`src/rtl/hm_pkg.sv`:
```
// ----------------------------------------------------------------------------
// hm_pkg: shared types and constants of the heightmap mesher
// Pixel layout, register indexes, controller states and the command and
// status groups between controller and datapath.
// ----------------------------------------------------------------------------
package hm_pkg;

  localparam int unsigned MAX_WIDTH = 4096;
  localparam int unsigned ADDR_W    = $clog2(MAX_WIDTH);
  localparam int unsigned CFG_W     = 13;
  localparam int unsigned CIDX_W    = 4;
  localparam int unsigned COORD_W   = 12;
  localparam int unsigned HGT_W     = 16;
  localparam int unsigned COL_W     = 8;
  localparam int unsigned NRM_W     = 16;
  localparam int unsigned NRMY_W    = 15;
  localparam int unsigned PIX_W     = HGT_W + 4 * COL_W;
  localparam int unsigned SQRT_STEPS = 32;
  localparam int unsigned DIV_STEPS  = 15;
  localparam int unsigned VERTS      = 6;

  localparam logic [CFG_W-1:0] GRID_RESET = CFG_W'(256);
  localparam logic [CFG_W-1:0] GRID_MIN   = CFG_W'(2);
  localparam logic [CFG_W-1:0] GRID_MAX   = CFG_W'(4096);
  localparam logic [NRM_W-1:0] NRM_ONE    = NRM_W'(16384);

  localparam logic [CIDX_W-1:0] REG_GRID_WIDTH  = CIDX_W'(0);
  localparam logic [CIDX_W-1:0] REG_GRID_HEIGHT = CIDX_W'(1);

  typedef struct packed {
    logic [COL_W-1:0] alpha;
    logic [COL_W-1:0] blue;
    logic [COL_W-1:0] green;
    logic [COL_W-1:0] red;
    logic [HGT_W-1:0] height;
  } pixel_t;

  typedef enum logic [3:0] {
    ST_IDLE,
    ST_READ,
    ST_SQUARE,
    ST_LENGTH,
    ST_SQRT,
    ST_DIV_LOAD,
    ST_DIV_STEP,
    ST_DIV_STORE,
    ST_EMIT,
    ST_COMMIT
  } ctrl_state_e;

  typedef struct packed {
    logic       pix_load;
    logic       above_load;
    logic       sq_load;
    logic       norm_sel;
    logic       len_load;
    logic       sqrt_step;
    logic       div_load;
    logic [1:0] comp_sel;
    logic       div_step;
    logic       div_store;
    logic       vtx_load;
    logic [2:0] vtx_sel;
    logic       commit;
  } cmd_t;

  typedef struct packed {
    logic emit;
    logic out_busy;
  } sts_t;

endpackage

```
`src/rtl/hm_ctrl.sv`:
```
// ----------------------------------------------------------------------------
// hm_ctrl: sequencer of the heightmap mesher
// Steps one pixel through read, then for a cell pixel two normal computations and emit, then commit.
// ----------------------------------------------------------------------------
module hm_ctrl (
  input  logic         clk_i,
  input  logic         rst_ni,
  input  logic         pix_valid_i,
  output logic         pix_ready_o,
  input  hm_pkg::sts_t sts_i,
  output hm_pkg::cmd_t cmd_o
);
  import hm_pkg::*;

  ctrl_state_e state_q, state_d;
  logic [4:0]  step_q, step_d;
  logic [1:0]  comp_q, comp_d;
  logic        norm_q, norm_d;
  logic [2:0]  vtx_q, vtx_d;

  always_ff @(posedge clk_i or negedge rst_ni) begin
    if (!rst_ni) begin
      state_q <= ST_IDLE;
      step_q  <= '0;
      comp_q  <= '0;
      norm_q  <= 1'b0;
      vtx_q   <= '0;
    end else begin
      state_q <= state_d;
      step_q  <= step_d;
      comp_q  <= comp_d;
      norm_q  <= norm_d;
      vtx_q   <= vtx_d;
    end
  end

  always_comb begin
    state_d     = state_q;
    step_d      = step_q;
    comp_d      = comp_q;
    norm_d      = norm_q;
    vtx_d       = vtx_q;
    pix_ready_o = 1'b0;
    cmd_o          = '0;
    cmd_o.norm_sel = norm_q;
    cmd_o.comp_sel = comp_q;
    cmd_o.vtx_sel  = vtx_q;
    unique case (state_q)
      ST_IDLE: begin
        pix_ready_o = 1'b1;
        if (pix_valid_i) begin
          cmd_o.pix_load = 1'b1;
          state_d        = ST_READ;
        end
      end
      ST_READ: begin
        cmd_o.above_load = 1'b1;
        norm_d           = 1'b0;
        state_d          = sts_i.emit ? ST_SQUARE : ST_COMMIT;
      end
      ST_SQUARE: begin
        cmd_o.sq_load = 1'b1;
        state_d       = ST_LENGTH;
      end
      ST_LENGTH: begin
        cmd_o.len_load = 1'b1;
        step_d         = '0;
        state_d        = ST_SQRT;
      end
      ST_SQRT: begin
        cmd_o.sqrt_step = 1'b1;
        step_d          = step_q + 5'd1;
        if (step_q == 5'(SQRT_STEPS - 1)) begin
          comp_d  = '0;
          state_d = ST_DIV_LOAD;
        end
      end
      ST_DIV_LOAD: begin
        cmd_o.div_load = 1'b1;
        step_d         = '0;
        state_d        = ST_DIV_STEP;
      end
      ST_DIV_STEP: begin
        cmd_o.div_step = 1'b1;
        step_d         = step_q + 5'd1;
        if (step_q == 5'(DIV_STEPS - 1)) begin
          state_d = ST_DIV_STORE;
        end
      end
      ST_DIV_STORE: begin
        cmd_o.div_store = 1'b1;
        if (comp_q == 2'd2) begin
          if (!norm_q) begin
            norm_d  = 1'b1;
            state_d = ST_SQUARE;
          end else begin
            vtx_d   = '0;
            state_d = ST_EMIT;
          end
        end else begin
          comp_d  = comp_q + 2'd1;
          state_d = ST_DIV_LOAD;
        end
      end
      ST_EMIT: begin
        if (!sts_i.out_busy) begin
          cmd_o.vtx_load = 1'b1;
          vtx_d          = vtx_q + 3'd1;
          if (vtx_q == 3'(VERTS - 1)) begin
            state_d = ST_COMMIT;
          end
        end
      end
      ST_COMMIT: begin
        cmd_o.commit = 1'b1;
        state_d      = ST_IDLE;
      end
      default: state_d = ST_IDLE;
    endcase
  end

endmodule

```
`config.mk`:
```
export PLATFORM = sky130hd
export DESIGN_NAME = hm_ctrl
export DESIGN_NICKNAME = d
export VERILOG_FILES = /design/src/rtl/hm_pkg.sv /design/src/rtl/hm_ctrl.sv
export SDC_FILE = /design/constraint.sdc
export NUM_CORES = 1
export LEC_CHECK = 0
export ABC_AREA = 1
export BUFFER_PORTS_ARGS = -buffer_cell sky130_fd_sc_hd__buf_2
export CAP_MARGIN = 15
export CORE_AREA = 2 2 71 46
export CTS_CLUSTER_SIZE = 28
export DETAILED_ROUTE_END_ITERATION = 16
export DIE_AREA = 0 0 73 48
export SLEW_MARGIN = 20
export SYNTH_ARGS = -nofsm -noshare
export SYNTH_HDL_FRONTEND = slang
export SYNTH_SLANG_ARGS = --single-unit
```
`constraint.sdc`:
```
create_clock -name clk_i -period 2.2 [get_ports clk_i]
set_input_delay 0 -clock clk_i [delete_from_list [all_inputs] [get_ports clk_i]]
set_output_delay 0 -clock clk_i [all_outputs]
set_load 0.01 [all_outputs]
```
==> qor.yml, run 1 <==
run_status: "complete, no violations"
worstSetupStartpointType: "flop"
maxSlewHeadroom_pct: 76.78
numCtsBuffers: 3
die-width_um: 73
met3WireLength_um: 126
worstPathRequired_ps: 2370
timing.final.hold_violations: 0
setup-tns-final_ps: 0
hp-class: "input pin to flop"
setup_viol: 0
mostFrequentLayoutCell: "sky130_fd_sc_hd__nand2_1"
placementRows: 15
final_max_slew_viol_count: 0
timing.critical_path.arrival_ps: 1530
cts_htree_levels: 1
yosysSeqAreaShare_pct: 39.37
worstSetupPathType: "flop to flop"
boundaryPins: 22
synthCells: 128
avgRoutedWirePerCell_um: 11.25
synth.lib_cells_used.distinct: 22
overall_routing_resource_usage_pct: 13.31
vias: 852
core_area_um2: 2796
fmax_mhz: 737.1
cts.reportedPaths.clkPinSlew_ps: 60
wirelength_met1_um: 1145
detail-route-antenna-nets: 0
timing_worst_slew_pin_value_ps: 348.3
rsz0062_at_grt: "no"
postCtsHoldBufs: 1
leakage_uw: 0.0006432
clk_path_buf_depth: 2
critical_path_peak_fanout: 4
antenna_cells: 0
buffer_ports.inserted: 21
yosysWarningCount: 0
avgViaCountPerCell: 4.581
routability_driven_placement_congestion_ratio: 0.8341
maxUsedRoutingLayer: "met4"
post-cts-setup-buffer-count: 0
grt_pass1_wl_um: 3422
clock_latency_ps: 250
met2_length_um: 799
final.setup_skew_ps: 6.642
synth_seq_cells: 15
pin_count_of_the_biggest_net_entering_global_routing: 16
wirelength_um: 2093
antenna_found_initial: 0
critPathCaptureType: "flop"
remaining_drc_errors: 0
floorplan.die_area_um2: 3504
dieHeight_um: 48
detailedRoute.firstPassIterationCount: 4
dp.final_hpwl_um: 1723
starting_density_of_the_core_pct: 34.09
power-per-cell-area_nw_per_um2: 1244
period_minus_slack_ps: 1357
post-route-period-util_pct: 61.67
grt_pass1_vias: 749
syn-mean-instance-area_um2: 7.449
drive_gt1_share_pct: 25.00
cts.repair.resized: 0
clock_tree_from_tritoncts: "built"
clockRootBuffer: "sky130_fd_sc_hd__clkbuf_8"
layout_common_cells: "sky130_fd_sc_hd__nand2_1 (26), sky130_fd_sc_hd__inv_1 (23), sky130_fd_sc_hd__buf_2 (21)"
clkSinkCount: 15
syn2layout_area_growth_pct: 19.68
worst_ir_drop_vdd_mv: 0.4056
total_power_uw: 1419
drt-initial-drc-count: 40
layout.nets: 164
timing.max_cap.violations: 0
grt_overflow_total: 0
syn_area_um2: 953.4
synthesis.nets: 139
## power by group
part	internal (uW)	total, uW	leakage (uW)	switching, uW
Clock	128	224	0.0000228	95.7
Sequential	370	475	0.000197	105
Combinational	262	720	0.000423	459
## path summary, 6_finish.rpt
kind	from	end	slack (ps)	depth (start not counted)
setup / recovery	step_q[1]	comp_q[1]	840	9
hold / removal	sts_i[1]	state_q[1]	10	3
setup reg to reg	step_q[1]	comp_q[1]	840	9
hold reg to reg	comp_q[0]	comp_q[0]	500	1
max in group asynchronous	rst_ni	state_q[2]	1750	2
min in group asynchronous	rst_ni	state_q[1]	190	2
## critical path: stages, from the launching register on
cell and delay, ps:
sky130_fd_sc_hd__dfrtp_1 410, sky130_fd_sc_hd__ha_1 200, sky130_fd_sc_hd__inv_1 70, sky130_fd_sc_hd__nor2_1 50, sky130_fd_sc_hd__ha_1 170, sky130_fd_sc_hd__inv_1 50, sky130_fd_sc_hd__nand3_1 80, sky130_fd_sc_hd__nand2_1 130
sky130_fd_sc_hd__nand2_1 60, sky130_fd_sc_hd__o21ai_1 70
## cells in the mapped netlist
| library cell | n | area (um2) |
|---|---|---|
| sky130_fd_sc_hd__nor2_4 | 2 | 22.52 |
| sky130_fd_sc_hd__ha_1 | 6 | 75.07 |
| sky130_fd_sc_hd__nor2_1 | 16 | 60.06 |
| sky130_fd_sc_hd__o21ai_2 | 1 | 8.760 |
| sky130_fd_sc_hd__inv_1 | 23 | 86.33 |
| sky130_fd_sc_hd__inv_2 | 4 | 15.01 |
| sky130_fd_sc_hd__nand2_1 | 26 | 97.59 |
| sky130_fd_sc_hd__nor3_1 | 3 | 15.01 |
| sky130_fd_sc_hd__o22ai_1 | 2 | 12.51 |
| sky130_fd_sc_hd__nand3_2 | 1 | 10.01 |
| sky130_fd_sc_hd__nor2_2 | 2 | 12.51 |
| sky130_fd_sc_hd__buf_4 | 2 | 15.01 |
| sky130_fd_sc_hd__o21ai_0 | 1 | 5.000 |
| sky130_fd_sc_hd__xnor2_1 | 1 | 8.760 |
| sky130_fd_sc_hd__nand3_1 | 8 | 40.04 |
| sky130_fd_sc_hd__xor2_1 | 1 | 8.760 |
| sky130_fd_sc_hd__nand4_1 | 2 | 12.51 |
| sky130_fd_sc_hd__o21bai_1 | 1 | 7.510 |
| sky130_fd_sc_hd__nand2_2 | 4 | 25.02 |
| sky130_fd_sc_hd__o21ai_1 | 6 | 30.03 |
| sky130_fd_sc_hd__dfrtp_1 | 15 | 375.4 |
| sky130_fd_sc_hd__mux2i_1 | 1 | 10.01 |
## sequential cells by signal (all words and copies together) (netlist names)
name	cells
step_q	5
state_q	4
vtx_q	3
comp_q	2
norm_q	1
## cell families (layout without fill, tap and decap cells)
kind of cell / Yosys count / in the layout / synth area share, %
simple gates: 64 / 64 / 30.97
buf+inv: 29 / 53 / 12.20
flops: 15 / 15 / 39.37
compound gates: 11 / 11 / 6.693
fa+ha+maj: 6 / 6 / 7.874
xor+xnor: 2 / 2 / 1.838
mux: 1 / 1 / 1.050
## stage by stage
stage	worst slack, ps	cells	hold slack, ps	util, %	cell area [um2]
floorplan	932.5	128	-295.6	-	953.4
global placement	889.3	181	-73.72	38.84	1086
detailed placement	850.2	181	-71.98	38.84	1086
CTS	843.1	186	8.348	40.81	1141
global route	719.6	186	26.12	40.81	1141
finish	843.3	186	10.55	40.81	1141
## layer usage
metal,track usage (%),up-vias
li1,-,442
met1,19.70,385
met2,17.84,23
met3,3.158,2
met4,6.667,0
met5,0,-
## cell type report
class	instances	area, um2
clock buffer	4	45.04
sequential	15	375.4
timing repair buffer	22	115.1
multi-input combinational	84	461.7
fill	293	1655
tap	34	42.54
inverter	27	101.3
No activity file was read; power rests on OpenSTA's default activity.
==> run 2, diff against run 1 <==
clock period = 1.1 ns   (was 2.2 ns; I/O delays follow)
==> run 2 against run 1 <==
- the run now ends with negative setup slack left
- clock-buffer cell count fell by 1
- final area up 57%
- via count up 25%
- critical path depth shrank 2
- hold slack improved by 49 ps
- sequential share of layout area down 12 points
- total power rose to 3.4 times the previous value
- sequential power is 120% higher
- sequential cell count is the same
- critical path type unchanged
- critical endpoint is now vtx_q[2]
==> qor.yml, run 2 (same netlist as run 1, synthesis figures left out) <==
clock_latency_ps: 250  # about the same
final.setup_skew_ps: 2.300  # was 6.642 ps
setup_viol: 26  # was 0
top_regs: "step_q (5), state_q (4), vtx_q (3)"  # unchanged
slowest_stage: "sky130_fd_sc_hd__dfrtp_2"  # was sky130_fd_sc_hd__dfrtp_1
clockRootBuffer: "sky130_fd_sc_hd__clkbuf_8"  # unchanged
grt_pass1_wl_um: 4464  # was 3422 um
final_cell_area_um2: 1787  # was 1141 um2
detail-route-antenna-nets: 0  # unchanged
rsz0062_at_grt: "yes"  # was no
worstPathRequired_ps: 1290  # was 2370 ps
layout.nets: 206  # was 164
violations: "negative setup slack"
cts_htree_levels: 1  # unchanged
placementRows: 15  # unchanged
grt_overflow_total: 0  # unchanged
critical_path_peak_fanout: 4  # unchanged
largest_register_ffs: 5  # unchanged
detailedRoute.firstPassIterationCount: 4  # unchanged
leakage_uw: 0.0009240  # was 0.0006432 uW
core_area_um2: 2796  # unchanged
power-per-cell-area_nw_per_um2: 2683  # was 1244 nW/um2
critPathCaptureType: "flop"  # unchanged
post-place-cells: 205  # was 181
mostFrequentLayoutCell: "sky130_fd_sc_hd__buf_4"  # was sky130_fd_sc_hd__nand2_1
layout_common_cells: "sky130_fd_sc_hd__buf_4 (32), sky130_fd_sc_hd__buf_6 (18), sky130_fd_sc_hd__nand2_1 (16)"  # was sky130_fd_sc_hd__nand2_1 (26), sky130_fd_sc_hd__inv_1 (23), sky130_fd_sc_hd__buf_2 (21)
cpLargestDelayFamily: "simple AND/OR/NAND/NOR gates"  # was flip-flops
die-width_um: 73  # unchanged
wirelength_um: 3088  # was 2093 um
fin_util_pct: 63.89  # was 40.81%
post_route_hold_slack_ps: 59.32  # was 10.55 ps
dp.final_hpwl_um: 1885  # was 1723 um
worstSetupPathType: "flop to flop"  # unchanged
antenna_found_initial: 0  # unchanged
fillerInstances: 216  # was 293
vias: 1062  # was 852
cp.buffers_inverters: 2  # unchanged
maxSlewHeadroom_pct: 77.03  # was 76.78%
pnr_worst_setup_slack_ps: -279.4  # was 843.3 ps
timing.final.hold_violations: 0  # unchanged
worstSetupStartpointType: "flop"  # unchanged
grt_pass1_vias: 995  # was 749
post-route-period-util_pct: 125.4  # was 61.67%
routability_driven_placement_congestion_ratio: 0.8803  # was 0.8341
clkSinkCount: 15  # unchanged
boundaryPins: 22  # unchanged
numCtsBuffers: 3  # unchanged
final_max_slew_viol_count: 0  # unchanged
fmax_mhz: 724.9  # was 737.1 MHz
regMostFlops: "step_q"  # unchanged
placed_cell_area_um2: 1286  # was 1086 um2
dieHeight_um: 48  # unchanged
cts.reportedPaths.clkPinSlew_ps: 60  # about the same
run_status: "finished, violations left"  # was complete, no violations
timing.critical_path.arrival_ps: 1570  # was 1530 ps
max_stage_delay_ps: 470  # was 410 ps
antenna_cells: 0  # unchanged
period_minus_slack_ps: 1379  # was 1357 ps
setup-tns-final_ps: -4998  # was 0 ps
overall_routing_resource_usage_pct: 17.46  # was 13.31%
pin_count_of_the_biggest_net_entering_global_routing: 16  # unchanged
drt-initial-drc-count: 42  # was 40
worstPathCellList: "buf_4 > nor2_4 > nand2_4 > buf_4 > nor2_1 > nand2_1 > nand2_1"  # was ha_1 > inv_1 > nor2_1 > ha_1 > inv_1 > nand3_1 > nand2_1 > nand2_1 > o21ai_1
floorplan.die_area_um2: 3504  # unchanged
drive_gt1_share_pct: 64.95  # was 25.00%
clock_tree_from_tritoncts: "built"  # unchanged
buffer_ports.inserted: 21  # unchanged
fin_cells: 228  # was 186
avgViaCountPerCell: 4.658  # was 4.581
avgRoutedWirePerCell_um: 13.54  # was 11.25 um
remaining_drc_errors: 0  # unchanged
starting_density_of_the_core_pct: 34.09  # unchanged
clk_path_buf_depth: 2  # unchanged
hp-class: "input pin to flop"  # unchanged
timing.max_cap.violations: 0  # unchanged
worst_ir_drop_vdd_mv: 1.041  # was 0.4056 mV
timing_worst_slew_pin_value_ps: 344.6  # was 348.3 ps
syn2layout_area_growth_pct: 87.40  # was 19.68%
-- run 2: cell count changes in the layout (fill, tap and decap cells not counted), sizes merged --
cell	before	now
clkbuf	4	3
buf	21	63
clkinv	0	1
-- run 2: routing by layer --
| layer | global-route usage (%) | vias up | routed length [um] |
|---|---|---|---|
| li1 | - | 529 | - |
| met1 | 21.98 | 497 | 1299 |
| met2 | 30.81 | 28 | 1553 |
| met3 | 3.789 | 8 | 165 |
| met4 | 5.556 | 0 | 70 |
| met5 | 0 | - | 0 |
-- run 2: power by group --
part | total (uW) | internal (uW) | switching (uW)
Sequential | 1040 | 754 | 284
Clock | 450 | 251 | 199
Combinational | 3310 | 1650 | 1650
Total | 4790 | 2660 | 2130
-- run 2: tightest hold or removal path: stages --
cell	delay, ps
sky130_fd_sc_hd__buf_2	110
sky130_fd_sc_hd__nand2_2	50
sky130_fd_sc_hd__nand4_1	110
-- run 2: worst paths after layout --
path	startpoint	end	slack (ps)	depth (start not counted)
worst max-delay path	state_q[2]	vtx_q[2]	-280	7
worst min-delay path	sts_i[1]	state_q[1]	60	3
worst max register to register	state_q[2]	vtx_q[2]	-280	7
worst min register to register	vtx_q[0]	vtx_q[0]	550	1
max in group asynchronous	rst_ni	state_q[3]	640	2
min in group asynchronous	rst_ni	step_q[0]	190	2
-- run 2: cell type report --
class	count	area, um2	share of cell area, %
inverters	27	108.9	6.092
flip-flops and latches	15	380.4	21.29
clock buffers	3	41.29	2.311
well taps	34	42.54	2.381
clock inverters	1	5.005	0.2801
repair buffers	64	518.0	28.99
multi-input cells	84	690.7	38.66
-- run 2: timing repair --
item,in CTS,in global routing
hold buffers,1,0
hold endpoints to repair,15,0
buffers inserted,8,10
endpoints found under the setup margin,26,26
pin swaps,8,15
resized for setup,39,45
-- run 2: through the flow --
stage	setup slack, ps	total power, uW
after floorplan	-145.6	1980
after global placement	-156.6	2787
after detailed placement	-227.5	2842
after CTS	-205.3	3841
after global routing	-321.5	5097
final	-279.4	4793
==> run 3, diff against run 2 <==
CORE_AREA = 2 2 50 52   (was 2 2 71 46)
DIE_AREA = 0 0 52 54   (was 0 0 73 48)
PLACE_DENSITY = 0.68   (was not set)
REMOVE_ABC_BUFFERS = 1   (was not set)
==> run 3 against run 2 <==
- the run still ends with negative setup slack left
- combinational power increased by 3%
- core utilization is 11 points higher
- non-clock buffer count down 6
- critical path depth rose by 1
- sequential cell count is the same
- final area shrank 2.7%
- sequential share of layout area up 0.58 points
- clock-buffer cell count is 1 higher
- clock skew hardly changed
- register-to-register slack worse by 40 ps
- global-route usage is 2.8 points higher
==> qor.yml, run 3 (same netlist as run 1, synthesis figures left out) <==
post_route_hold_slack_ps: 45.62  # was 59.32 ps
clock_tree_from_tritoncts: "built"  # unchanged
cts.reportedPaths.clkPinSlew_ps: 100  # was 60 ps
buffer_ports.inserted: 21  # unchanged
numCtsBuffers: 3  # unchanged
cp-startpoint: "state_q[0]"  # was state_q[2]
wirelength_um: 3876  # was 3088 um
boundaryPins: 22  # unchanged
starting_density_of_the_core_pct: 41.10  # was 34.09%
worstSetupPathType: "flop to flop"  # unchanged
sequential_cell_area_um2: 380.4  # unchanged
placementRows: 18  # was 15
timing.final.hold_violations: 0  # unchanged
floorplan.die_area_um2: 2808  # was 3504 um2
worstPathRequired_ps: 1290  # about the same
post-route-period-util_pct: 129.2  # was 125.4%
clkSinkCount: 15  # unchanged
timing_worst_slew_pin_value_ps: 362.2  # was 344.6 ps
violations: "negative setup slack"  # unchanged
worstSetupStartpointType: "flop"  # unchanged
drive_gt1_share_pct: 63.30  # was 64.95%
critical_path_peak_fanout: 7  # was 4
setup_viol: 26  # unchanged
grt_pass1_vias: 1014  # was 995
period_minus_slack_ps: 1421  # was 1379 ps
clock_latency_ps: 300  # was 250 ps
min-delay-start: "sts_i[0]"  # was sts_i[1]
fillerInstances: 114  # was 216
clockRootBuffer: "sky130_fd_sc_hd__clkbuf_4"  # was sky130_fd_sc_hd__clkbuf_8
final_max_slew_viol_count: 0  # unchanged
dp.final_hpwl_um: 1777  # was 1885 um
syn2layout_area_growth_pct: 82.41  # was 87.40%
hp-class: "input pin to flop"  # unchanged
grt_overflow_total: 0  # unchanged
worst_ir_drop_vdd_mv: 1.531  # was 1.041 mV
dieHeight_um: 54  # was 48 um
cts_htree_levels: 1  # unchanged
remaining_drc_errors: 0  # unchanged
clk_path_buf_depth: 2  # unchanged
grt_pass1_wl_um: 4202  # was 4464 um
regMostFlops: "step_q"  # unchanged
maxSlewHeadroom_pct: 75.86  # was 77.03%
antenna_found_initial: 0  # unchanged
pnr_worst_setup_slack_ps: -320.7  # was -279.4 ps
avgRoutedWirePerCell_um: 17.78  # was 13.54 um
routability_driven_placement_congestion_ratio: 0.9147  # was 0.8803
vias: 1174  # was 1062
fmax_mhz: 703.9  # was 724.9 MHz
layout_common_cells: "sky130_fd_sc_hd__buf_6 (23), sky130_fd_sc_hd__buf_4 (19), sky130_fd_sc_hd__nand2_1 (15)"  # was sky130_fd_sc_hd__buf_4 (32), sky130_fd_sc_hd__buf_6 (18), sky130_fd_sc_hd__nand2_1 (16)
multiInputGateArea_um2: 676.9  # was 690.7 um2
detailedRoute.firstPassIterationCount: 4  # unchanged
core_area_um2: 2320  # was 2796 um2
avgViaCountPerCell: 5.385  # was 4.658
critPathCaptureType: "flop"  # unchanged
placed_cell_area_um2: 1239  # was 1286 um2
antenna_cells: 0  # unchanged
detail-route-antenna-nets: 0  # unchanged
leakage_uw: 0.0008917  # was 0.0009240 uW
timing.critical_path.arrival_ps: 1610  # was 1570 ps
rsz0062_at_grt: "yes"  # unchanged
die-width_um: 52  # was 73 um
final_cell_area_um2: 1739  # was 1787 um2
run_status: "finished, violations left"  # unchanged
critical_path.reg2reg.startpoint: "state_q[0]"  # was state_q[2]
layout.nets: 200  # was 206
power-per-cell-area_nw_per_um2: 2762  # was 2683 nW/um2
drt-initial-drc-count: 47  # was 42
final.setup_skew_ps: 2.627  # was 2.300 ps
mostFrequentLayoutCell: "sky130_fd_sc_hd__buf_6"  # was sky130_fd_sc_hd__buf_4
pin_count_of_the_biggest_net_entering_global_routing: 16  # unchanged
top_regs: "step_q (5), state_q (4), vtx_q (3)"  # unchanged
overall_routing_resource_usage_pct: 20.21  # was 17.46%
timing.max_cap.violations: 0  # unchanged
largest_register_ffs: 5  # unchanged
run 3: cell types whose count changed in the layout (fill, tap and decap cells not counted), sizes merged:
cell	before	now
clkinv	1	0
dlygate4sd3	1	2
buf	63	56
clkbuf	3	4
run 3: timing repair:
item                                   CTS  global route
pin swaps                               11            18
setup endpoints to repair               26            26
endpoints found under the hold margin   16             0
buffers inserted                         7             7
gates resized for setup                 41            52
hold buffers                             2             0
run 3: path summary, 6_finish.rpt:
| path | cells past startpoint | end | slack [ps] |
|---|---|---|---|
| setup / recovery | 8 | state_q[0] | -320 |
| hold / removal | 4 | vtx_q[1] | 50 |
| setup reg to reg | 8 | state_q[0] | -320 |
| hold reg to reg | 2 | step_q[4] | 560 |
| max in group asynchronous | 2 | state_q[2] | 660 |
| min in group asynchronous | 2 | state_q[0] | 150 |
run 3: cell type report:
class	count	area share [%]
Multi-Input combinational cell	84	38.92
Timing Repair Buffer	58	29.14
Sequential cell	15	21.87
Inverter	27	6.403
Tap cell	30	2.158
Clock buffer	4	1.511
run 3: critical path: stages, from the launching register on:
cell	delay (ps)
sky130_fd_sc_hd__dfrtp_2	520
sky130_fd_sc_hd__nor2_4	150
sky130_fd_sc_hd__buf_6	120
sky130_fd_sc_hd__buf_4	120
sky130_fd_sc_hd__nand3_1	110
sky130_fd_sc_hd__nand2_1	110
sky130_fd_sc_hd__inv_1	50
sky130_fd_sc_hd__nand3_1	70
sky130_fd_sc_hd__nor2_1	50
run 3: where the power goes:
part | switching, uW | internal, uW
clock | 210 | 141
sequential | 301 | 752
combinational | 1770 | 1630
run 3: stage by stage:
stage	worst slack [ps]	cells	util, %	total power, uW	setup TNS, ps
floorplan	-167.5	126	-	1946	-754.6
global placement	-200.3	198	53.40	2701	-1325
detailed placement	-216.4	198	53.40	2773	-1600
CTS	-200.0	211	63.65	3708	-3608
global route	-378.1	218	74.97	5017	-6713
finish	-320.7	218	74.97	4804	-5788
run 3: routing by layer:
layer  wire length (um)  GRT usage, %
met1               1580         24.57
met2               1894         37.13
met3                196         1.667
met4                205         7.456
met5                  0             0
